`config.mk`:
```
export PLATFORM = sky130hd
export DESIGN_NAME = usrm_ram
export DESIGN_NICKNAME = d
export VERILOG_FILES = /design/src/rtl/usrm_ram.sv
export SDC_FILE = /design/constraint.sdc
export NUM_CORES = 1
export LEC_CHECK = 0
export BUFFER_PORTS_ARGS = -buffer_cell sky130_fd_sc_hd__buf_2
export CORE_UTILIZATION = 54
export DETAILED_ROUTE_END_ITERATION = 10
export PLACE_DENSITY = 0.74
export SYNTH_ARGS = -nofsm -noshare
export SYNTH_HDL_FRONTEND = slang
export SYNTH_SLANG_ARGS = --single-unit
```
`constraint.sdc`:
```
create_clock -name clk -period 1.6 [get_ports clk]
set_input_delay 0.08 -clock clk [delete_from_list [all_inputs] [get_ports clk]]
set_output_delay 0.08 -clock clk [all_outputs]
set_load 0.02 [all_outputs]
```
`src/rtl/usrm_ram.sv`:
```
// Simple dual-port synchronous RAM with one write port and a registered read port.
module usrm_ram #(
  parameter int DEPTH = 16,
  parameter int WIDTH = 8,
  localparam int AW = (DEPTH > 1) ? $clog2(DEPTH) : 1
) (
  input  logic             clk,
  input  logic             we,
  input  logic [AW-1:0]    waddr,
  input  logic [WIDTH-1:0] wdata,
  input  logic [AW-1:0]    raddr,
  output logic [WIDTH-1:0] rdata
);

  logic [WIDTH-1:0] mem [DEPTH];

  // Write port.
  always_ff @(posedge clk) begin
    if (we) begin
      mem[waddr] <= wdata;
    end
  end

  // Registered read port.
  always_ff @(posedge clk) begin
    rdata <= mem[raddr];
  end

endmodule

```
## Word-level counts from Yosys, hierarchy flattened

Memories as Yosys holds them, arrays and structs flattened. A register that Yosys moved wholly into a read port is not among the register bits.
Index checks and enable logic that the tools add are counted.

| operators by class | value |
|---|---|
| mux-type cells | 2 |

Operators with widths:

| cell | number |
|---|---|
| two-way mux 1 bit | 2 |

| word-level totals | value |
|---|---|
| register bits | 0 |
| RAM bits | 128 |
| input bits | 18 |
| output and inout bits | 8 |
| memories | 1 |

Memories:

| memory | words | width | rd ports | clocked after Yosys merged registers in | write ports | RTL line | source |
|---|---|---|---|---|---|---|---|
| mem | 16 | 8 | 1 | 1 | 1 | 15 | `logic [WIDTH-1:0] mem [DEPTH];` |

## Logic depth before layout (Yosys ltp)

| depth | value |
|---|---|
| depth after elaboration | 2 |
| depth in mapped cells | 5 |
| gate-level depth less buffers | 3 |

## Worst setup path after synthesis

No wires, ideal clock.

| timing | value |
|---|---|
| kind | in2reg |
| start point | input port waddr[2] |
| end point | memory mem[0][0] (enable) |
| data arrival time | 1.190 ns |
| slack | 0.027 ns |
| cell stages on the path | 2 |
| path buffers | 0 |
| cell sequence | or3b_2 -> nor3_1 |

RTL lines:

| item | RTL line | source |
|---|---|---|
| from (decl) | 9 | `input logic [AW-1:0] waddr,` |
| to (decl) | 15 |  |

Straight into the memory's write port.

==> impl_metrics.ini <==
[status]
status = finished clean

[floorplanning]
die_w_um = 99.64
fp.coreArea_um2 = 9240
die_h_um = 99.64
rows = 35
start_util_pct = 55.71
dieArea_um2 = 9927
ioPinCount = 26

[logic_synthesis]
ys_top_cells_by_count = edfxtp_1 (128), mux4_2 (18), a22oi_1 (16), mux4_1 (14), nor2_1 (13)
ys.flop_type = edfxtp_1
netlist_top_cells_area = edfxtp_1 (75%), mux4_2 (7.9%), mux4_1 (7.1%)
synth_warnings = 0
netlist_area_um2 = 5147
synth_cell_type_count = 19
synth-seq-cells = 136
yosys.area.top_type_share_pct = 74.67
synth_edf_count = 128
synth_seq_area_share_pct = 77.78
syn_nets = 247
async_reset_ff_share_pct = 0
synth_largest_area_cell = edfxtp_1
yosysMostFrequentCell = edfxtp_1
synth_cells = 229
syn-mean-instance-area_um2 = 22.48

[route]
vias_per_cell = 5.793
drc = 0
firstDrtPassIters = 4
wl_um = 10070
post_drt_wl_per_cell_um = 23.19
ant_nets = 0
vias = 2514
drt_iter0_drc = 157

[worst_setup_path]
worstRegToRegCells = 3
endpoint = rdata[5]
cp-start-kind = register
startpoint = mem[9][5]
critPathMaxFanout = 1
cp_data_required_time_ns = 1.99
criticalPathCategory = reg2reg
reg2reg_slack_ns = 0.18
endpoint_kind = register
timing.rr.end = rdata[5]
worst_r2r_startpoint = mem[9][5]
arrival_ns = 1.81

[timing]
hold_viol_final = 0
skew_ns = 0.006821
fin_crit_ns = 1.422
max_slew_margin_pct = 74.81
fmax_mhz = 703.2
worst_pin_slew_ns = 0.3779
final_max_slew_viol_count = 0
finalSetupTns_ns = 0
setup_viol = 0
period_share_pct = 88.88
rsz0062_at_grt = false

[hold_path]
hp-class = in2reg

[global_routing]
grt_pass1_wl_um = 15000
grt_pass1_vias = 2519
grt_start_max_net_pins = 33
grt.total_usage_pct = 22.43
grt_antenna_before_repair = 0
overflow = 0

[placed_design]
dp_hpwl_um = 6041
io_buffers = 25
place.gp.congestion = 0.7121

[power]
power.total_mw = 8.399
combPwrFrac_pct = 4.9
ir_worst_vdd_uv = 774.8
switchingPower_mw = 1.669
power.density_nw_per_um2 = 1347
p_seq_share_pct = 47.8
power_leakage_nw = 2.143
p_sw_share_pct = 19.87
clockPowerShare_pct = 47.3
internal_power_mw = 6.730

[cts]
cts_resized = 0
h-tree-depth = 4
cts_buffer_depth = 2
cts_tree = built
clock-sinks = 136
clk_pin_slew_worst_paths_ns = 0.06
cts_buffers = 17
root_buffer = clkbuf_8
clock_latency_ns = 0.51

[layout]
fillers = 567
drive_above_1_share_pct = 31.15
num_antenna_cells = 0
fin_nets = 310
area_growth_pct = 21.10

[run]
drv_cap = 0
-- timing repair --
| action | CTS | global route |
|---|---|---|
| hold endpoints to repair | 128 | 0 |
| hold buffers | 8 | 0 |
| buffers inserted | 0 | 0 |
-- cell usage in the layout (no fill, tap or decap), types with 4 or more instances in the layout --
master,instances
edfxtp_1,128
mux4_1,14
clkbuf_16,16
a22oi_1,16
mux4_2,18
nor3_1,4
dlygate4sd3_1,8
dfxtp_1,8
nand2_1,9
bufinv_16,4
nor2_1,13
buf_2,25
buf_4,18
-- kinds of logic after synthesis --
kind of cell	count (synthesis)	synth area share (%)
AND/OR/NAND/NOR	35	3.184
buffers and inverters	10	1.677
AO/OA/AOI/OAI	16	2.334
multiplexers	32	15.02
flip-flops	136	77.78
-- layout make-up --
class                   count  area (um^2)  share of cell area [%]
clock buffers              20        435.4                   6.985
multi-input cells          83         1057                   16.96
repair buffers             54        400.4                   6.423
flip-flops and latches    136         4004                   64.23
well taps                 129        161.4                   2.589
clock inverters            12        175.2                   2.810
-- per-stage QoR --
step	setup slack [ns]	utilization, %	instances	instance area [um^2]	hold slack [ns]
finish	0.1779	67.46	434	6233	0.1233
floorplan	0.02713	-	229	5147	0.1789
CTS	0.1267	67.46	434	6233	0.09472
global placement	0.1314	59.99	394	5543	0.4672
detailed placement	0.07274	59.99	394	5543	0.4788
global route	0.1584	67.46	434	6233	0.1133
-- worst max-delay path, stage by stage, from the launching register on --
cell and delay, ns:
edfxtp_1 0.37, mux4_1 0.52, a22oi_1 0.29, nand2_1 0.12
-- power groups by stage --
stage                     clock [mW]  sequential (mW)  combinational (mW)
after global routing            4.18             4.02               0.443
after detailed placement           0             4.09               0.400
final                           3.97             4.01               0.413
after global placement             0             4.08               0.388
after CTS                       4.02             4.02               0.419
after floorplan                    0             4.10               0.202
-- state kept, by name, summed over array words and instances (netlist names) --
signal / cells
mem: 128
rdata: 8
-- worst min-delay path by stage --
stage                   from    endpoint  slack [ns]  cells past startpoint
CTS                 waddr[0]   mem[0][4]        0.09                      3
floorplan           wdata[0]   mem[0][0]        0.18                      0
global route        waddr[0]   mem[0][4]        0.11                      3
detailed placement  wdata[2]  mem[14][2]        0.48                      1
global placement    wdata[1]  mem[14][1]        0.47                      1
finish              raddr[3]    rdata[0]        0.12                      5
-- routing by layer --
| metal | vias up | track usage, % | part of all wire [%] |
|---|---|---|---|
| met1 | 1296 | 29.29 | 40 |
| li1 | 1102 | - | - |
| met5 | - | 0 | 0 |
| met2 | 106 | 36.70 | 52 |
| met4 | 0 | 8.710 | 1.2 |
| met3 | 10 | 5.762 | 7.2 |
Power figures use the tool's default switching activity.
